<file path="config.mk">
export PLATFORM = sky130hd
export DESIGN_NAME = tank_level_report_framer_flat
export DESIGN_NICKNAME = d
export VERILOG_FILES = /design/src/design/tlrf_pkg.sv /design/src/design/tlrf_if.sv /design/src/design/tlrf_front.sv /design/src/design/tlrf_queue.sv /design/src/design/tlrf_back.sv /design/src/design/tank_level_report_framer.sv /design/src/flat_wrapper.sv
export SDC_FILE = /design/constraint.sdc
export NUM_CORES = 1
export LEC_CHECK = 0
export BUFFER_PORTS_ARGS = -buffer_cell sky130_fd_sc_hd__buf_2
export CORE_ASPECT_RATIO = 0.75
export CORE_MARGIN = 1.5
export CORE_UTILIZATION = 50
export CTS_CLUSTER_DIAMETER = 30
export DETAILED_ROUTE_END_ITERATION = 12
export PLACE_DENSITY = 0.78
export RECOVER_POWER = 50
export SLEW_MARGIN = 5
export SYNTH_ARGS = -nofsm -noshare
export SYNTH_HDL_FRONTEND = slang
export SYNTH_SLANG_ARGS = --single-unit
export TNS_END_PERCENT = 50
</file>
<file path="constraint.sdc">
create_clock -name clock -period 7.3 [get_ports clock]
set_input_delay 0.73 -clock clock [delete_from_list [all_inputs] [get_ports clock]]
set_output_delay 0.73 -clock clock [all_outputs]
set_load 0.05 [all_outputs]
</file>
<file path="src/design/tlrf_pkg.sv">
// ----------------------------------------------------------------------------
// Tank level report framer package
// Shared constants, the frame descriptor type and the framing functions.
// ----------------------------------------------------------------------------
package tlrf_pkg;

   localparam int FrameLen  = 32;
   localparam int IdxW      = $clog2(FrameLen);
   localparam int QDepth    = 2;
   localparam int QPtrW     = (QDepth > 1) ? $clog2(QDepth) : 1;
   localparam int QCntW     = $clog2(QDepth + 1);
   localparam int CsrIdxW   = 8;
   localparam int CsrDataW  = 16;

   localparam logic [IdxW-1:0] LastIdx = IdxW'(FrameLen - 1);

   // Register indexes of the configuration port.
   localparam logic [CsrIdxW-1:0] RegTankId    = 8'd0;
   localparam logic [CsrIdxW-1:0] RegPaired    = 8'd1;
   localparam logic [CsrIdxW-1:0] RegHeartbeat = 8'd2;
   localparam logic [CsrIdxW-1:0] RegLowBatt   = 8'd3;

   // Input actions.
   localparam logic ActWake  = 1'b0;
   localparam logic ActClear = 1'b1;

   // Frame header bytes.
   localparam logic [7:0] Sync0     = 8'hAA;
   localparam logic [7:0] Sync1     = 8'h55;
   localparam logic [7:0] FrameType = 8'h02;
   localparam logic [7:0] CrcPoly   = 8'h07;

   localparam logic [15:0] HeartbeatReset = 16'd1440;
   localparam logic [6:0]  LowBattReset   = 7'd20;
   localparam logic [15:0] CycleMax       = 16'hFFFF;

   typedef struct packed {
      logic [15:0] tank_id;
      logic [6:0]  level;
      logic [6:0]  battery;
      logic        low_batt;
      logic        fault;
      logic [31:0] seq;
   } frame_desc_type;

   function automatic logic [6:0] mask_level(input logic [3:0] m);
      logic [6:0] l;
      if (m[3])      l = 7'd100;
      else if (m[2]) l = 7'd75;
      else if (m[1]) l = 7'd50;
      else if (m[0]) l = 7'd25;
      else           l = 7'd0;
      return l;
   endfunction

   // A monotone mask is one of 0, 1, 3, 7, 15; anything else has a gap.
   function automatic logic mask_gap(input logic [3:0] m);
      logic [3:0] p;
      p = m + 4'd1;
      return (m & p) != 4'd0;
   endfunction

   // One byte of CRC-8, MSB first, no reflection.
   function automatic logic [7:0] crc8_byte(input logic [7:0] crc, input logic [7:0] d);
      logic [7:0] c;
      c = crc ^ d;
      for (int j = 0; j < 8; j++) begin
         if (c[7]) c = {c[6:0], 1'b0} ^ CrcPoly;
         else      c = {c[6:0], 1'b0};
      end
      return c;
   endfunction

   // Frame body bytes; the CRC byte is supplied separately.
   function automatic logic [7:0] frame_byte(input frame_desc_type d,
                                             input logic [IdxW-1:0] idx);
      logic [7:0] b;
      case (idx)
         5'd0:  b = Sync0;
         5'd1:  b = Sync1;
         5'd2:  b = FrameType;
         5'd3:  b = 8'(FrameLen);
         5'd4:  b = d.tank_id[7:0];
         5'd5:  b = d.tank_id[15:8];
         5'd6:  b = {1'b0, d.level};
         5'd7:  b = {1'b0, d.battery};
         5'd8:  b = {7'd0, d.low_batt};
         5'd9:  b = {7'd0, d.fault};
         5'd12: b = d.seq[7:0];
         5'd13: b = d.seq[15:8];
         5'd14: b = d.seq[23:16];
         5'd15: b = d.seq[31:24];
         default: b = 8'd0;
      endcase
      return b;
   endfunction

endpackage

</file>
<file path="src/design/tlrf_if.sv">
// ----------------------------------------------------------------------------
// Tank level report framer channels
// Valid/ready interfaces for the wake input, the byte output and the CSR port.
// ----------------------------------------------------------------------------
interface tlrf_req_if;
   logic       valid;
   logic       ready;
   logic       action;
   logic [3:0] probes_first;
   logic [3:0] probes_second;
   logic [3:0] probes_third;
   logic [6:0] battery_percent;

   modport source (output valid, action, probes_first, probes_second, probes_third,
                   battery_percent, input ready);
   modport sink (input valid, action, probes_first, probes_second, probes_third,
                 battery_percent, output ready);
endinterface

interface tlrf_rsp_if;
   logic       valid;
   logic       ready;
   logic [7:0] packet_byte;
   logic [4:0] byte_index;
   logic       last_byte;

   modport source (output valid, packet_byte, byte_index, last_byte, input ready);
   modport sink (input valid, packet_byte, byte_index, last_byte, output ready);
endinterface

interface tlrf_csr_if;
   logic        valid;
   logic        ready;
   logic [7:0]  index;
   logic [15:0] data;

   modport source (output valid, index, data, input ready);
   modport sink (input valid, index, data, output ready);
endinterface

</file>
<file path="src/design/tlrf_front.sv">
// ----------------------------------------------------------------------------
// Tank level report framer front end
// Holds the registers and report trackers, classifies each wake and queues
// a frame descriptor whenever a report is due.
// ----------------------------------------------------------------------------
module tlrf_front import tlrf_pkg::*; (
   input  logic           clock,
   input  logic           reset,
   tlrf_req_if.sink       req,
   tlrf_csr_if.sink       csr,
   input  logic           q_ready,
   output logic           q_push,
   output frame_desc_type q_desc
);

   logic [15:0] tank_id_ff, tank_id_in;
   logic        paired_ff, paired_in;
   logic [15:0] hb_ff, hb_in;
   logic [6:0]  thr_ff, thr_in;

   logic [31:0] seq_ff, seq_in;
   logic [6:0]  last_lvl_ff, last_lvl_in;
   logic        sent_ff, sent_in;
   logic [6:0]  batt_ff, batt_in;
   logic [15:0] cyc_ff, cyc_in;

   logic        accept, csr_wr;
   logic [6:0]  lvl_a, lvl_b, lvl_c, lvl_ab, level;
   logic        beat, send;
   logic [6:0]  batt_now;

   assign csr.ready = 1'b1;
   assign csr_wr    = csr.valid;

   // The queue always has room for a descriptor when an item is taken.
   assign req.ready = q_ready;
   assign accept    = req.valid & q_ready;

   always_comb begin
      lvl_a  = mask_level(req.probes_first);
      lvl_b  = mask_level(req.probes_second);
      lvl_c  = mask_level(req.probes_third);
      lvl_ab = (lvl_b > lvl_a) ? lvl_b : lvl_a;
      level  = (lvl_c > lvl_ab) ? lvl_c : lvl_ab;
      beat   = cyc_ff >= hb_ff;
      batt_now = (paired_ff && (!sent_ff || beat)) ? req.battery_percent : batt_ff;
      send   = accept && (req.action == ActWake) && paired_ff &&
               (!sent_ff || (level != last_lvl_ff) || beat);
   end

   assign q_push           = send;
   assign q_desc.tank_id   = tank_id_ff;
   assign q_desc.level     = level;
   assign q_desc.battery   = batt_now;
   assign q_desc.low_batt  = batt_now <= thr_ff;
   assign q_desc.fault     = mask_gap(req.probes_third);
   assign q_desc.seq       = seq_ff;

   always_comb begin
      tank_id_in  = tank_id_ff;
      paired_in   = paired_ff;
      hb_in       = hb_ff;
      thr_in      = thr_ff;
      seq_in      = seq_ff;
      last_lvl_in = last_lvl_ff;
      sent_in     = sent_ff;
      batt_in     = batt_ff;
      cyc_in      = cyc_ff;
      if (csr_wr) begin
         case (csr.index)
            RegTankId:    tank_id_in = csr.data;
            RegPaired:    paired_in  = csr.data[0];
            RegHeartbeat: hb_in      = csr.data;
            RegLowBatt:   thr_in     = csr.data[6:0];
            default: ;
         endcase
      end
      if (accept) begin
         if (req.action == ActClear) begin
            seq_in      = 32'd0;
            last_lvl_in = 7'd0;
            sent_in     = 1'b0;
         end else begin
            batt_in = batt_now;
            if (send) begin
               last_lvl_in = level;
               sent_in     = 1'b1;
               seq_in      = seq_ff + 32'd1;
               // Count restarts at zero and then grows with this wake.
               cyc_in      = 16'd1;
            end else if (cyc_ff != CycleMax) begin
               cyc_in = cyc_ff + 16'd1;
            end
         end
      end
   end

   always_ff @(posedge clock) begin
      if (reset) begin
         tank_id_ff  <= 16'd0;
         paired_ff   <= 1'b0;
         hb_ff       <= HeartbeatReset;
         thr_ff      <= LowBattReset;
         seq_ff      <= 32'd0;
         last_lvl_ff <= 7'd0;
         sent_ff     <= 1'b0;
         batt_ff     <= 7'd0;
         cyc_ff      <= 16'd0;
      end else begin
         tank_id_ff  <= tank_id_in;
         paired_ff   <= paired_in;
         hb_ff       <= hb_in;
         thr_ff      <= thr_in;
         seq_ff      <= seq_in;
         last_lvl_ff <= last_lvl_in;
         sent_ff     <= sent_in;
         batt_ff     <= batt_in;
         cyc_ff      <= cyc_in;
      end
   end

   // A sent frame must leave the trackers marked as sent with its level.
   assert property (@(posedge clock) disable iff (reset)
      q_push |=> sent_ff && (last_lvl_ff == $past(level)))
      else $error("trackers not updated after frame");

endmodule

</file>
<file path="src/design/tlrf_queue.sv">
// ----------------------------------------------------------------------------
// Tank level report framer descriptor queue
// Short FIFO of frame descriptors between the front end and the serializer.
// ----------------------------------------------------------------------------
module tlrf_queue import tlrf_pkg::*; (
   input  logic           clock,
   input  logic           reset,
   input  logic           push,
   input  frame_desc_type push_desc,
   output logic           push_ready,
   input  logic           pop,
   output logic           head_valid,
   output frame_desc_type head_desc
);

   frame_desc_type         mem [QDepth];
   logic [QPtrW-1:0]       wr_ptr_ff, wr_ptr_in;
   logic [QPtrW-1:0]       rd_ptr_ff, rd_ptr_in;
   logic [QCntW-1:0]       cnt_ff, cnt_in;

   assign push_ready = cnt_ff != QCntW'(QDepth);
   assign head_valid = cnt_ff != '0;
   assign head_desc  = mem[rd_ptr_ff];

   always_comb begin
      wr_ptr_in = wr_ptr_ff;
      rd_ptr_in = rd_ptr_ff;
      if (push) wr_ptr_in = (wr_ptr_ff == QPtrW'(QDepth - 1)) ? '0 : wr_ptr_ff + 1'b1;
      if (pop)  rd_ptr_in = (rd_ptr_ff == QPtrW'(QDepth - 1)) ? '0 : rd_ptr_ff + 1'b1;
      cnt_in = cnt_ff + QCntW'(push) - QCntW'(pop);
   end

   always_ff @(posedge clock) begin
      if (push) begin
         mem[wr_ptr_ff] <= push_desc;
      end
   end

   always_ff @(posedge clock) begin
      if (reset) begin
         wr_ptr_ff <= '0;
         rd_ptr_ff <= '0;
         cnt_ff    <= '0;
      end else begin
         wr_ptr_ff <= wr_ptr_in;
         rd_ptr_ff <= rd_ptr_in;
         cnt_ff    <= cnt_in;
      end
   end

   assert property (@(posedge clock) disable iff (reset) !(push && !push_ready))
      else $error("descriptor pushed into a full queue");

   assert property (@(posedge clock) disable iff (reset) !(pop && !head_valid))
      else $error("descriptor popped from an empty queue");

endmodule

</file>
<file path="src/design/tlrf_back.sv">
// ----------------------------------------------------------------------------
// Tank level report framer serializer
// Streams the head descriptor as 32 bytes, one per cycle while the output is ready, with running CRC-8.
// ----------------------------------------------------------------------------
module tlrf_back import tlrf_pkg::*; (
   input  logic           clock,
   input  logic           reset,
   input  logic           head_valid,
   input  frame_desc_type head_desc,
   output logic           pop,
   tlrf_rsp_if.source     rsp
);

   logic [IdxW-1:0] idx_ff, idx_in;
   logic [7:0]      crc_ff, crc_in;
   logic            out_valid_ff, out_valid_in;
   logic [7:0]      out_byte_ff, out_byte_in;
   logic [IdxW-1:0] out_idx_ff;
   logic            out_last_ff;
   logic            load;
   logic [7:0]      body;

   assign load = head_valid && (!out_valid_ff || rsp.ready);
   assign pop  = load && (idx_ff == LastIdx);
   assign body = frame_byte(head_desc, idx_ff);

   always_comb begin
      idx_in       = idx_ff;
      crc_in       = crc_ff;
      out_byte_in  = out_byte_ff;
      out_valid_in = out_valid_ff && !rsp.ready;
      if (load) begin
         out_valid_in = 1'b1;
         idx_in       = idx_ff + 1'b1;
         if (idx_ff == LastIdx) begin
            out_byte_in = crc_ff;
            crc_in      = 8'd0;
         end else begin
            out_byte_in = body;
            crc_in      = crc8_byte(crc_ff, body);
         end
      end
   end

   always_ff @(posedge clock) begin
      if (load) begin
         out_byte_ff <= out_byte_in;
         out_idx_ff  <= idx_ff;
         out_last_ff <= idx_ff == LastIdx;
      end
   end

   always_ff @(posedge clock) begin
      if (reset) begin
         idx_ff       <= '0;
         crc_ff       <= 8'd0;
         out_valid_ff <= 1'b0;
      end else begin
         idx_ff       <= idx_in;
         crc_ff       <= crc_in;
         out_valid_ff <= out_valid_in;
      end
   end

   assign rsp.valid       = out_valid_ff;
   assign rsp.packet_byte = out_byte_ff;
   assign rsp.byte_index  = out_idx_ff;
   assign rsp.last_byte   = out_last_ff;

   // Each frame starts its CRC from zero.
   assert property (@(posedge clock) disable iff (reset)
      (load && idx_ff == '0) |-> crc_ff == 8'd0)
      else $error("CRC not cleared at frame start");

   // Inside a frame the bytes follow each other without a gap.
   assert property (@(posedge clock) disable iff (reset)
      (rsp.valid && rsp.ready && !rsp.last_byte) |=>
         rsp.valid && (rsp.byte_index == IdxW'($past(rsp.byte_index) + 1'b1)))
      else $error("frame bytes out of sequence");

endmodule

</file>
<file path="src/design/tank_level_report_framer.sv">
// ----------------------------------------------------------------------------
// Tank level report framer
// Turns wake samples into 32-byte report frames streamed one byte per beat.
// ----------------------------------------------------------------------------
// The front end accepts one item per cycle and settles at once whether it
// produces a report. A report is a 32-byte frame that the serializer emits
// at one byte per cycle while the output is ready; a two-entry descriptor
// queue lets the front end take further items while a frame is still going
// out, and it holds back input only while one frame is going out and a
// second one is waiting behind it. Configuration writes are taken in any
// cycle.
module tank_level_report_framer import tlrf_pkg::*; (
   input  logic      clock,
   input  logic      reset,
   tlrf_req_if.sink  req_bus,
   tlrf_rsp_if.source rsp_bus,
   tlrf_csr_if.sink  csr_bus
);

   logic           q_ready;
   logic           q_push;
   frame_desc_type q_desc;
   logic           head_valid;
   frame_desc_type head_desc;
   logic           pop;

   tlrf_front u_front (
      .clock  (clock),
      .reset  (reset),
      .req    (req_bus),
      .csr    (csr_bus),
      .q_ready(q_ready),
      .q_push (q_push),
      .q_desc (q_desc)
   );

   tlrf_queue u_queue (
      .clock     (clock),
      .reset     (reset),
      .push      (q_push),
      .push_desc (q_desc),
      .push_ready(q_ready),
      .pop       (pop),
      .head_valid(head_valid),
      .head_desc (head_desc)
   );

   tlrf_back u_back (
      .clock     (clock),
      .reset     (reset),
      .head_valid(head_valid),
      .head_desc (head_desc),
      .pop       (pop),
      .rsp       (rsp_bus)
   );

endmodule
</file>
<file path="src/flat_wrapper.sv">
// flat-port wrapper written by rule: the top's interface ports become plain ports
module tank_level_report_framer_flat import tlrf_pkg::*;
  (clock, reset, req_bus_valid, req_bus_action, req_bus_probes_first, req_bus_probes_second, req_bus_probes_third, req_bus_battery_percent, req_bus_ready, rsp_bus_valid, rsp_bus_packet_byte, rsp_bus_byte_index, rsp_bus_last_byte, rsp_bus_ready, csr_bus_valid, csr_bus_index, csr_bus_data, csr_bus_ready);
  tlrf_req_if req_bus_i ();
  tlrf_rsp_if rsp_bus_i ();
  tlrf_csr_if csr_bus_i ();
  input  logic clock;
  input  logic reset;
  input wire logic [$bits(req_bus_i.valid)-1:0] req_bus_valid;
  input wire logic [$bits(req_bus_i.action)-1:0] req_bus_action;
  input wire logic [$bits(req_bus_i.probes_first)-1:0] req_bus_probes_first;
  input wire logic [$bits(req_bus_i.probes_second)-1:0] req_bus_probes_second;
  input wire logic [$bits(req_bus_i.probes_third)-1:0] req_bus_probes_third;
  input wire logic [$bits(req_bus_i.battery_percent)-1:0] req_bus_battery_percent;
  output wire logic [$bits(req_bus_i.ready)-1:0] req_bus_ready;
  output wire logic [$bits(rsp_bus_i.valid)-1:0] rsp_bus_valid;
  output wire logic [$bits(rsp_bus_i.packet_byte)-1:0] rsp_bus_packet_byte;
  output wire logic [$bits(rsp_bus_i.byte_index)-1:0] rsp_bus_byte_index;
  output wire logic [$bits(rsp_bus_i.last_byte)-1:0] rsp_bus_last_byte;
  input wire logic [$bits(rsp_bus_i.ready)-1:0] rsp_bus_ready;
  input wire logic [$bits(csr_bus_i.valid)-1:0] csr_bus_valid;
  input wire logic [$bits(csr_bus_i.index)-1:0] csr_bus_index;
  input wire logic [$bits(csr_bus_i.data)-1:0] csr_bus_data;
  output wire logic [$bits(csr_bus_i.ready)-1:0] csr_bus_ready;
  assign req_bus_i.valid = req_bus_valid;
  assign req_bus_i.action = req_bus_action;
  assign req_bus_i.probes_first = req_bus_probes_first;
  assign req_bus_i.probes_second = req_bus_probes_second;
  assign req_bus_i.probes_third = req_bus_probes_third;
  assign req_bus_i.battery_percent = req_bus_battery_percent;
  assign req_bus_ready = req_bus_i.ready;
  assign rsp_bus_valid = rsp_bus_i.valid;
  assign rsp_bus_packet_byte = rsp_bus_i.packet_byte;
  assign rsp_bus_byte_index = rsp_bus_i.byte_index;
  assign rsp_bus_last_byte = rsp_bus_i.last_byte;
  assign rsp_bus_i.ready = rsp_bus_ready;
  assign csr_bus_i.valid = csr_bus_valid;
  assign csr_bus_i.index = csr_bus_index;
  assign csr_bus_i.data = csr_bus_data;
  assign csr_bus_ready = csr_bus_i.ready;
  tank_level_report_framer u_core (.clock(clock), .reset(reset), .req_bus(req_bus_i), .rsp_bus(rsp_bus_i), .csr_bus(csr_bus_i));
endmodule
</file>
# After elaboration in Yosys (flattened, before gate mapping)
# Memories as Yosys holds them, arrays and structs flattened. A register that Yosys moved wholly into a read port is not among the register bits.
# Cells that the tools add are included.
[classes] add_sub_neg=8 order_cmp=4 n_eq_ne=20 muxes=55 n_bitwise=12 reduce_logical=27
[ops] op="8-bit two-way mux" count=16
[ops] op="8-bit case mux with 14 select lines" count=1
[ops] op="7-bit two-way mux" count=11
[ops] op="32-bit two-way mux" count=2
[ops] op="32-bit by 1-bit adder with 32-bit output (second input constant)" count=1
[ops] op="16-bit two-way mux" count=2
[ops] op="5-bit by 4-bit equality test with 1-bit output (second input constant)" count=6
[ops] op="3-bit two-way mux" count=8
[ops] op="3-bit NOT" count=8
[ops] op="5-bit by 3-bit equality test with 1-bit output (second input constant)" count=4
[ops] op="6-bit two-way mux" count=3
[ops] op="16-bit by 1-bit adder with 16-bit output (second input constant)" count=1
[ops] op="8-bit by 2-bit equality test with 1-bit output (second input constant)" count=2
[ops] op="16-bit greater-or-equal comparator" count=1
[ops] op="16-bit != test (second input constant)" count=1
[ops] op="5-bit two-way mux" count=3
[ops] op="7-bit greater-than comparator" count=2
[ops] op="2-bit AND reduction" count=6
[ops] op="5-bit by 2-bit equality test with 1-bit output (second input constant)" count=2
[ops] op="1-bit two-way mux" count=9
[ops] op="8-bit by 1-bit equality test with 1-bit output (second input constant)" count=1
[ops] op="8-bit logical NOT" count=1
[ops] op="8-bit bitwise XOR" count=1
[ops] op="7-bit less-or-equal comparator" count=1
[ops] op="other kinds (19)" count=33
[word_totals] regBits=135 ram_bits=128 inputBits=49 out_inout_bits=17 word_cells=145 memories=1
[mem_list] memory="u_core.u_queue.mem" depth=2 word_bits=64 read_ports=1 rd_clocked_by_memory_dff=1 write_ports=1 line_no="tlrf_queue.sv:16" rtl="frame_desc_type mem [QDepth];"

# Logic depth before layout (Yosys ltp)
# Gate-level depths: netlist of the first run.
[depth] ltp_word=34 depth_mapped=28 ltp_nobuf=25

# Modules after synthesis
# From an unflattened synthesis of the first run, not the netlist that was laid out.
[unflattened] cells_unflattened=1169 area_unflattened_um2=13390.3
[by_module_without_submodules] mod="tlrf_front" instances=1 cells_each=737 area_each_um2=6092.1 seq_area_each_um2=2042.0
[by_module_without_submodules] mod="tlrf_queue" instances=1 cells_each=220 area_each_um2=5137.4 seq_area_each_um2=3943.8
[by_module_without_submodules] mod="tlrf_back" instances=1 cells_each=212 area_each_um2=2160.8 seq_area_each_um2=700.7

# Worst setup path before layout of the first run
# OpenSTA, ideal clock, no wires.
[synth_timing] kind="input port to flip-flop" from="input req_bus_probes_second[2]" to="memory u_core.u_queue.mem[1][0] in the netlist's numbering, enable pin" setup_time_ns=0.485 t_arrival_ns=7.223 required_ns=6.815 slack_ns=-0.408 cell_stages=20 n_path_buf=3 path_cell_list="or2_2 nor2_1 ha_1 a21oi_1 o21ai_1 o21ai_2 mux2_2 ha_1 nand4_1 or2_4 o21a_4 o31a_1 xor2_1 a2111oi_4 a21oi_2 inv_2 buf_6 buf_6 buf_6 nor2_1"
[synth_lines] item="start: declaration" line_no="flat_wrapper.sv:12" rtl="input wire logic [$bits(req_bus_i.probes_second)-1:0] req_bus_probes_second;"
[synth_lines] item="end: declaration" line_no="tlrf_queue.sv:16"

# Worst setup path after layout of the first run
[layout_timing] from="input req_bus_probes_second[2]" to="register u_core.u_queue.cnt_ff[1]"
[layout_via] elab_chain_len=12
[layout_lines] item="7-bit two-way mux (*)" line_no="tlrf_pkg.sv:49" rtl="else if (m[2]) l = 7'd75;"
[layout_lines] item="7-bit two-way mux (*)" line_no="tlrf_pkg.sv:48" rtl="if (m[3]) l = 7'd100;"
[layout_lines] item="7-bit greater-than comparator" line_no="tlrf_front.sv:43" rtl="lvl_ab = (lvl_b > lvl_a) ? lvl_b : lvl_a;"
[layout_lines] item="7-bit two-way mux (*)" line_no="tlrf_front.sv:43"
[layout_lines] item="7-bit greater-than comparator" line_no="tlrf_front.sv:44" rtl="level = (lvl_c > lvl_ab) ? lvl_c : lvl_ab;"
[layout_lines] item="7-bit two-way mux (*)" line_no="tlrf_front.sv:44"
[layout_lines] item="7-bit != test (*)" line_no="tlrf_front.sv:48" rtl="(!sent_ff || (level != last_lvl_ff) || beat);"
[layout_lines] item="1-bit logical OR (*) (2 in a row)" line_no="tlrf_front.sv:48"
[layout_lines] item="1-bit logical AND (*)" line_no="tlrf_front.sv:47" rtl="send = accept && (req.action == ActWake) && paired_ff &&"
[layout_lines] item="2-bit by 1-bit adder with 2-bit output (*)" line_no="tlrf_queue.sv:30" rtl="cnt_in = cnt_ff + QCntW'(push) - QCntW'(pop);"
[layout_lines] item="2-bit by 1-bit subtractor with 2-bit output (*)" line_no="tlrf_queue.sv:30"
[layout_lines] item="end signal: assignment" line_no="tlrf_queue.sv:47" rtl="cnt_ff <= cnt_in;"
[layout_lines] item="end: declaration" line_no="tlrf_queue.sv:19" rtl="logic [QCntW-1:0] cnt_ff, cnt_in;"
# Mark *: on every way between the ends. The rest lies on a longest branch, timed or not.
# A chain may end at the register's enable or synchronous reset.

==> impl_metrics.ini, run 1 <==
[sta]
tightest_slew_ps = 3520
final_period_minus_worst_setup_slack_ps = 5840
finalSetupViolations = 0
fin_crit_sh_pct = 80.0
maxClockFrequency_mhz = 171
timing.slew.headroom_pct = -135
total_count_of_hold_check_failures_in_the_final_report = 0
rsz_0062_raised_after_global_routing = no
worst_clock_skew_ps = 29.6
final_slew_violations = 100

[clock_network]
cts-root-to-sink-buffers = 3
tritoncts = built
clk_transition_reported_paths_ps = 60
clock_sinks = 261
ctsResizeCount = 0
htreeDepth = 2
cts_inserted_buffers = 38
cts-hold-fix-buffers = 0
cts_root_buf = clkbuf_16
post_cts.repair.setup_buffers = 0
clkLatencyLatePin_ps = 540

[worst_setup_path]
worstSetupStartpointType = input port
cp-end-kind = flip-flop
end_point_of_the_critical_path = u_core.u_queue.cnt_ff[1]
worst-path-max-fanout = 8
r2r_setup_slack_ps = 1610
required_time_at_the_endpoint_of_the_critical_path_ps = 7570
first_element_of_the_critical_path = req_bus_probes_second[2]
rr_worst_depth = 10
worst-endpoint-arrival_ps = 6110
reg2reg_to = u_core.u_back.crc_ff[1]
critical_path_class = input port to flip-flop

[yosys]
ys_top_cells_by_area = edfxtp_1 (34%), dfxtp_1 (19%), mux2i_1 (5.3%), ha_1 (4.7%), nor2_1 (3.2%)
synth_top_cell_by_area = edfxtp_1
synth_area_per_cell_um2 = 10.8
yosysUniqueCellTypes = 88
synthArstFlopShare_pct = 0
ys.flop_type = edfxtp_1
yosysTopAreaCellShare_pct = 33.8
synthesized_netlist_cell_count = 1147
ys_ff_latch = 261
ys_warn_count = 0
mappedNetlistNets = 1243
synth_edf_count = 140
sequential_element_share_of_the_synthesized_area_pct = 53.3
post_synth_instance_area_mm2 = 0.0124

[power_and_ir_drop]
leakagePower_nw = 5.08
worst_ir_drop_vdd_uv = 183
p_total_mw = 3.59
power.density_cell_area_mw_per_mm2 = 250

[floorplanning]
design.portCount = 66
die_height_um = 140
fp.coreArea_mm2 = 0.0242
die_w_um = 185
initial_core_util_pct = 51.3
die_area_mm2 = 0.0258
row_count = 49

[run_status]
outcome = finished, violations left
failed_checks = max-capacitance violations, max-slew violations

[finish]
n_antenna_cell = 0
layout_common_cells = edfxtp_1 (140), dfxtp_1 (121), nor2_1 (105)
final_common_cell = edfxtp_1
layout.nets = 1305
drive_gt1_share_pct = 13.2
area_growth_pct = 15.5
post_layout_nonfiller_instances = 1570

[route]
vias_per_cell = 6.01
detail_route.wirelength_um = 30400
routed_wire_length_per_instance_um = 19.4
ant_nets = 0
detailroute.via_count = 9441
drt-pass1-iter-count = 8
first_iter_violations = 958
drc = 0

[placement]
gp_routability_congestion = 0.947
post-place-cells = 1500
detailedPlacementHpwl_um = 20600
io_buffers = 64

[global_route]
gr-usage-all-layers_pct = 23.9
globalRoute.totalOverflow = 0
grt_pass1_vias = 8823
grt_first_pass_wirelength_um = 47900
grt_antenna_before_repair = 0
grt_max_degree = 71

[min_path]
timing.hold.worst.class = flip-flop to flip-flop
hp-start = u_core.u_front.hb_ff[4]

[run]
cap_violations = 2
[per-layer routing]
| metal | routed length, um | GRT usage [%] | up-vias |
|---|---|---|---|
| li1 | - | - | 4390 |
| met1 | 13200 | 34.1 | 4521 |
| met2 | 13300 | 35.7 | 461 |
| met3 | 3330 | 6.36 | 69 |
| met4 | 643 | 6.76 | 0 |
| met5 | 0 | 0 | - |
[state kept, by name (all words and copies together), names as in the netlist, 2 cells and up, named ones only]
register                       cells
u_core.u_queue.mem               126
u_core.u_front.seq_ff             32
u_core.u_front.cyc_ff             16
u_core.u_front.hb_ff              16
u_core.u_front.tank_id_ff         16
u_core.u_back.crc_ff               8
u_core.u_back.rsp.packet_byte      8
u_core.u_front.batt_ff             7
u_core.u_front.thr_ff              7
u_core.u_front.last_lvl_ff         6
u_core.u_back.idx_ff               5
u_core.u_back.rsp.byte_index       5
u_core.u_queue.cnt_ff              2
[worst min-delay path by stage]
stage	cells past startpoint	endpoint	slack (ps)
after global placement	0	u_core.u_queue.mem[0][63]	440
after CTS	3	u_core.u_front.hb_ff[11]	450
after global routing	3	u_core.u_front.hb_ff[7]	460
final	2	u_core.u_front.hb_ff[4]	450
after floorplan	0	u_core.u_back.rsp.byte_index[3]	420
after detailed placement	0	u_core.u_queue.mem[0][48]	450
[report_power, final]
part	switching [mW]	total, mW	internal (mW)
sequential	0.00295	1.55	1.55
combinational	0.123	0.189	0.0665
clock	0.720	1.85	1.13
[critical path: stages]
cell	delay, ps
buf_2	120
or2_2	330
nor2_1	170
ha_1	280
a21oi_1	330
o21ai_1	200
o21ai_2	250
mux2_2	410
ha_1	310
nand4_1	210
or2_4	330
o21a_4	150
o31ai_1	430
xnor2_1	170
a2111oi_4	560
a21oi_2	140
inv_2	170
ha_1	250
inv_1	60
ha_1	150
xor2_1	170
xnor2_1	140
nor2_1	50
[cells in the mapped netlist, drive strengths merged, types with 8 or more instances]
cell / number
edfxtp: 140
dfxtp: 121
nor2: 107
nand2: 86
a21oi: 76
mux2i: 66
inv: 64
ha: 47
nand3: 39
clkbuf: 34
xnor2: 28
o21ai: 24
mux2: 21
nand4: 21
buf: 20
xor2: 19
o31ai: 18
o22ai: 16
or4: 16
nor3: 14
a221oi: 11
nor4: 11
a21o: 9
and3: 9
or2: 9
a22oi: 8
nand2b: 8
or3: 8
[cell families (layout without fill, tap and decap cells)]
logic type,after synthesis,in the layout,share of synthesized area [%]
xor gates and xnor gates,47,47,3.37
other,1,1,0.0302
muxes,87,87,7.22
AOI/OAI and AO/OA,219,219,12.0
DFF,261,261,53.3
buffers and inverters,119,211,4.02
adders and majority gates,47,47,4.73
and+or+nand+nor,366,366,15.3
[stage by stage]
step	TNS [ps]	worst slack, ps	area (um2)	utilization [%]	hold WS [ps]
after CTS	0	1710	14400	59.5	445
after detailed placement	0	1170	13100	54.0	446
after floorplan	-20030	-314	12400	-	421
after global routing	0	1120	14400	59.3	464
after global placement	0	1430	13100	54.0	439
final	0	1460	14400	59.3	455
[cell type report]
class	instances	area, um2
clock buffers	41	962
repair buffers	76	427
inverters	65	244
multi-input cells	767	5320
well taps	331	414
clock inverters	29	363
fillers	1945	9860
flip-flops and latches	261	6630
Note: power is estimated with default switching activity, not from simulation.
==> run 2, diff against run 1 <==
- ABC_AREA: unset -> 1
- PLACE_DENSITY: 0.78 -> 0.75
- clock period: 7.3 -> 5.7 ns (I/O delays scaled with it)
==> run 2 against run 1 <==
Net effect: largest cell class unchanged; sequential power is 28% higher; setup slack worse by 480 ps; cell count is 30% higher; global-route usage is 1.0 points higher; design area is 6.6% higher; clock power is 37% higher; first-iteration DRC count is 24% higher; the run now ends clean.
==> impl_metrics.ini, run 2 <==
[sta]
setup_tns_final_ps = 0
rsz_0062_raised_after_global_routing = no
final_slew_violations = 0
timing.slew.headroom_pct = 2.38
tightest_slew_ps = 1460
worst_clock_skew_ps = 19.4
total_count_of_hold_check_failures_in_the_final_report = 0
finalSetupViolations = 0
maxClockFrequency_mhz = 212
fin_crit_sh_pct = 82.9
final_period_minus_worst_setup_slack_ps = 4730

[route]
drt-pass1-iter-count = 5
detail_route.wirelength_um = 33500
vias_per_cell = 5.45
routed_wire_length_per_instance_um = 16.4
detailroute.via_count = 11100
ant_nets = 0
drc = 0
first_iter_violations = 1188

[yosys]
yosysTopAreaCellShare_pct = 31.6
mappedNetlistNets = 1700
synth_top_cells_by_count = nand2_1 (416), nor2_1 (157), inv_1 (147), edfxtp_1 (140), dfxtp_1 (121)
synth_top_cell_by_area = edfxtp_1
sequential_element_share_of_the_synthesized_area_pct = 49.7
synth_area_per_cell_um2 = 8.31
ys.flop_type = edfxtp_1
ys_ff_latch = 261
synthesized_netlist_cell_count = 1604
synthArstFlopShare_pct = 0
ys_top_cells_by_area = edfxtp_1 (32%), dfxtp_1 (18%), nand2_1 (12%), nor2_1 (4.4%), ha_1 (4.4%)
yosysUniqueCellTypes = 46
ys_warn_count = 0
synth_edf_count = 140
synth_most_common_cell = nand2_1
post_synth_instance_area_mm2 = 0.0133

[worst_setup_path]
worst-endpoint-arrival_ps = 5150
critical-path-max-stage-delay_ps = 350
required_time_at_the_endpoint_of_the_critical_path_ps = 6130
timing.critical_path.mode_cell = nand2_1
critical_path_class = input port to flip-flop
cp-end-kind = flip-flop
worstSetupStartpointType = input port
worst_path_max_delay_cell = o21ai_0
worst-path-max-fanout = 66

[clock_network]
clk_transition_reported_paths_ps = 60
cts-root-to-sink-buffers = 3
tritoncts = built
cts_inserted_buffers = 41
clock_sinks = 261
cts-hold-fix-buffers = 0
ctsResizeCount = 0
post_cts.repair.setup_buffers = 0
clkLatencyLatePin_ps = 530
cts_root_buf = clkbuf_16
htreeDepth = 2

[finish]
n_antenna_cell = 0
multi_input_area_mm2 = 0.00584
final_common_cell = nand2_1
largest_register_ffs = 126
ff_latch_area_mm2 = 0.00663
post_layout_nonfiller_instances = 2046
drive_gt1_share_pct = 11.7
design_area_mm2 = 0.0153
layout.nets = 1765
max_flop_register = u_core.u_queue.mem
layout_common_cells = nand2_1 (416), nor2_1 (155), inv_1 (148)
largestRegisters = u_core.u_queue.mem (126), u_core.u_front.seq_ff (32)
area_growth_pct = 14.9
fillcell_total = 2273

[floorplanning]
die_w_um = 191
initial_core_util_pct = 51.0
fp.coreArea_mm2 = 0.0261
design.portCount = 66
die_area_mm2 = 0.0276
row_count = 51
die_height_um = 144

[placement]
postPlaceCellArea_mm2 = 0.0139
io_buffers = 64
post-place-cells = 1970
gp_routability_congestion = 0.915
detailedPlacementHpwl_um = 23200

[run_status]
outcome = complete, no violations

[global_route]
grt_antenna_before_repair = 0
grt_max_degree = 68
grt_pass1_vias = 10400
grt_first_pass_wirelength_um = 54000
gr-usage-all-layers_pct = 24.9
globalRoute.totalOverflow = 0

[power_and_ir_drop]
power.density_cell_area_mw_per_mm2 = 313
worst_ir_drop_vdd_uv = 232
p_total_mw = 4.79
leakagePower_nw = 6.18

[min_path]
timing.hold.worst.class = input port to flip-flop

[run]
cap_violations = 0
## run 2: cell count changes in the layout (fill, tap and decap cells not counted), sizes merged, moves of 18 or more
cell / before / now
a21oi: 76 / 137
inv: 69 / 170
mux2: 21 / 0
mux2i: 66 / 0
nand2: 86 / 427
nand3: 39 / 138
nor2: 107 / 159
nor3: 14 / 33
o21ai: 24 / 84
o31ai: 18 / 0
xor2: 19 / 41
## run 2: per-layer routing
layer  wire, um  GRT usage (%)  part of all wire (%)
met5          0              0                     0
met4        490           5.80                   1.5
met3       2690           4.30                   8.0
met2      14200           37.5                    43
met1      16100           37.2                    48
## run 2: final timing paths
| kind | start | endpoint | slack (ps) | depth (start not counted) |
|---|---|---|---|---|
| worst max-delay path | req_bus_probes_first[3] | u_core.u_front.seq_ff[1] | 970 | 32 |
| worst min-delay path | csr_bus_data[10] | u_core.u_front.hb_ff[10] | 330 | 3 |
| worst max register to register | u_core.u_front.cyc_ff[13] | u_core.u_queue.mem[1][33] | 2020 | 15 |
| worst min register to register | u_core.u_front.tank_id_ff[11] | u_core.u_queue.mem[0][59] | 460 | 0 |
## run 2: power breakdown
part	switching, mW	leakage [nW]	internal, mW
combinational	0.191	3.04	0.0821
sequential	0.00270	2.45	1.98
clock	0.975	0.687	1.56
## run 2: cell type report
cell class              count  area share [%]
well taps                 344            2.81
flip-flops and latches    261            43.3
inverters                 158            3.89
repair buffers             76            2.55
clock buffers              44            7.05
clock inverters            32            2.25
multi-input cells        1131            38.2
## run 2: kinds of logic after synthesis
logic type	synth area share, %
AO/OA/AOI/OAI	9.68
XOR/XNOR	3.74
other	0.0281
buffers and inverters	6.53
flip-flops	49.7
adder cells (fa/ha/maj)	4.41
AND/OR/NAND/NOR	25.9
## run 2: worst max-delay path, delay by kind of cell
kind / cells / cell delay (ps)
simple gates: 18 / 2350
compound gates: 5 / 840
fa+ha+maj: 2 / 560
buf+inv: 7 / 830
## run 2: stage by stage
stage / hold slack [ps] / setup WS [ps] / utilization, %
3_5_place_dp: 441 / 508 / 53.3
6_report: 335 / 975 / 58.7
5_1_grt: 322 / 546 / 58.7
3_3_place_gp: 437 / 662 / 53.3
2_1_floorplan: 420 / -863 / -
4_1_cts: 312 / 1050 / 58.8
==> run 3, diff against run 2 <==
- ABC_AREA: 1 -> 0
- PLACE_DENSITY: 0.75 -> 0.78
- clock period: 5.7 -> 3.95 ns (I/O delays scaled with it)
==> run 3 against run 2 <==
Net effect: the flow now finishes with violations (negative setup slack); sequential cell count unchanged; combinational power increased by 100%; clock power increased by 35%; clock skew increased by 4.1 ps; count of clock-buffer cells in the layout increased by 4; setup slack got worse by 1400 ps; non-clock buffer count increased by 109; first-iteration DRC count decreased by 14%; worst hold slack got worse by 210 ps; critical path depth decreased by 10; largest power group unchanged; cell count decreased by 18%; die area decreased by 6.6%.
==> impl_metrics.ini, run 3 (same netlist as run 1, synthesis figures left out) <==
[power_and_ir_drop]
leakagePower_nw = 5.87
power.density_cell_area_mw_per_mm2 = 424
p_total_mw = 6.83
switching_power_mw = 1.64
worst_ir_drop_vdd_uv = 282
cell_internal_pwr_mw = 5.20
comb_power_share_pct = 8.0
part_of_the_total_power_dissipated_in_the_clock_network_pct = 50.1
power.share.switching_pct = 24.0
seq_power_share_pct = 41.9

[finish]
largestRegisters = u_core.u_queue.mem (126), u_core.u_front.seq_ff (32)
drive_gt1_share_pct = 28.0
design_area_mm2 = 0.0161
layout_common_cells = edfxtp_1 (140), dfxtp_1 (120), nor2_1 (100)
area_growth_pct = 29.8
layout.nets = 1415
max_flop_register = u_core.u_queue.mem
final_common_cell = edfxtp_1
largest_register_ffs = 126
n_antenna_cell = 0

[sta]
maxClockFrequency_mhz = 229
tightest_slew_ps = 1120
rsz_0062_raised_after_global_routing = yes
total_count_of_hold_check_failures_in_the_final_report = 0
final_slew_violations = 0
fin_crit_sh_pct = 110
final_period_minus_worst_setup_slack_ps = 4360
finalSetupViolations = 178
worst_clock_skew_ps = 23.5
timing.slew.headroom_pct = 24.8
setup_ws_ps = -408

[worst_setup_path]
worst-endpoint-arrival_ps = 4820
critical_path_class = input port to flip-flop
r2r_setup_slack_ps = 230
worstSetupStartpointType = input port
required_time_at_the_endpoint_of_the_critical_path_ps = 4410
worst-path-max-fanout = 5
cp-end-kind = flip-flop

[route]
detail_route.wirelength_um = 34600
drc = 0
ant_nets = 0
routed_wire_length_per_instance_um = 20.6
drt-pass1-iter-count = 8
vias_per_cell = 6.00
first_iter_violations = 1020
detailroute.via_count = 10100

[clock_network]
htreeDepth = 2
cts-root-to-sink-buffers = 3
clock_sinks = 261
cts_inserted_buffers = 39
tritoncts = built
clk_transition_reported_paths_ps = 60
clkLatencyLatePin_ps = 530
cts_root_buf = clkbuf_16

[placement]
detailedPlacementHpwl_um = 22200
postPlaceCellArea_mm2 = 0.0138
preCtsSetupSlack_ps = -956
io_buffers = 64
gp_routability_congestion = 0.938

[global_route]
grt_max_degree = 50
grt_antenna_before_repair = 1
grt_first_pass_wirelength_um = 50300
gr-usage-all-layers_pct = 25.1
grt_pass1_vias = 9415
globalRoute.totalOverflow = 0

[run_status]
outcome = finished, violations left
failed_checks = negative setup slack

[floorplanning]
design.portCount = 66
fp.coreArea_mm2 = 0.0242
initial_core_util_pct = 51.3
row_count = 49
die_height_um = 140
die_area_mm2 = 0.0258
die_w_um = 185

[min_path]
timing.hold.worst.class = input port to flip-flop

[run]
cap_violations = 0
==> run 3: cell count changes in the layout (fill, tap and decap cells not counted), moves of 19 or more <==
| cell | previous run | this run |
|---|---|---|
| nand2_1 | 416 | 84 |
| inv_1 | 148 | 59 |
| nand3_1 | 116 | 36 |
| buf_4 | 8 | 80 |
| mux2i_1 | 0 | 66 |
| a21oi_1 | 116 | 52 |
| o21ai_0 | 80 | 17 |
| nor2_1 | 155 | 100 |
| nor3_1 | 33 | 9 |
| xor2_1 | 40 | 17 |
| mux2_2 | 0 | 19 |
==> run 3: path summary, 6_finish.rpt <==
check / depth (start not counted) / start / end
worst max-delay path: 22 / req_bus_probes_second[2] / u_core.u_front.seq_ff[22]
worst min-delay path: 3 / csr_bus_data[8] / u_core.u_front.hb_ff[8]
worst max register to register: 15 / u_core.u_front.cyc_ff[0] / u_core.u_queue.mem[1][33]
worst min register to register: 0 / u_core.u_back.idx_ff[4] / u_core.u_back.rsp.byte_index[4]
==> run 3: power by group through the flow <==
stage               logic (mW)  registers, mW  clock network, mW
global placement         0.453           2.92                  0
global route             0.588           2.86               3.57
finish                   0.549           2.86               3.42
CTS                      0.499           2.86               3.44
detailed placement       0.463           2.92                  0
floorplan                0.267           2.92                  0
==> run 3: stage by stage <==
| stage | TNS, ps | hold slack, ps | utilization [%] | cells |
|---|---|---|---|---|
| finish | -55290 | 126 | 66.6 | 1680 |
| global route | -80930 | 132 | 66.6 | 1680 |
| CTS | -32890 | 111 | 64.3 | 1663 |
| detailed placement | -138250 | 429 | 57.1 | 1578 |
| global placement | -128140 | 419 | 57.1 | 1578 |
| floorplan | -180300 | 421 | - | 1147 |
==> run 3: repair_timing <==
item / CTS / global route
resized for setup: 62 / 71
endpoints found under the setup margin: 179 / 186
setup buffers: 11 / 11
gates cloned: 3 / 8
pin swaps: 39 / 72
hold buffers: 0 / 0
==> run 3: cell type report <==
type                            count  area [um2]
Fill cell                        1708        8080
Sequential cell                   261        6630
Multi-Input combinational cell    767        5880
Timing Repair Buffer              185        1670
Clock buffer                       48        1050
Tap cell                          331         414
Clock inverter                     23         246
Inverter                           65         246
==> run 3: critical path, cell delays in order <==
cell	delay [ps]
buf_6	110
or2_4	280
ha_4	310
nand4_4	100
or2_4	280
buf_4	160
o21ai_4	70
mux2_4	350
ha_4	270
nand4_1	140
or2_4	270
o21a_4	140
o31a_1	340
xor2_2	210
a2111oi_4	60
a21oi_2	180
inv_2	100
buf_6	140
clkbuf_16	160
buf_4	140
or4_4	480
a21oi_2	130
==> run 3: routing by layer <==
layer  up-vias  track usage (%)  wire length, um
met5         -                0                0
met3        98             5.63             3450
met2       522             38.8            15600
met4         0             6.72              929
met1      4868             35.7            14600
li1       4593                -                -
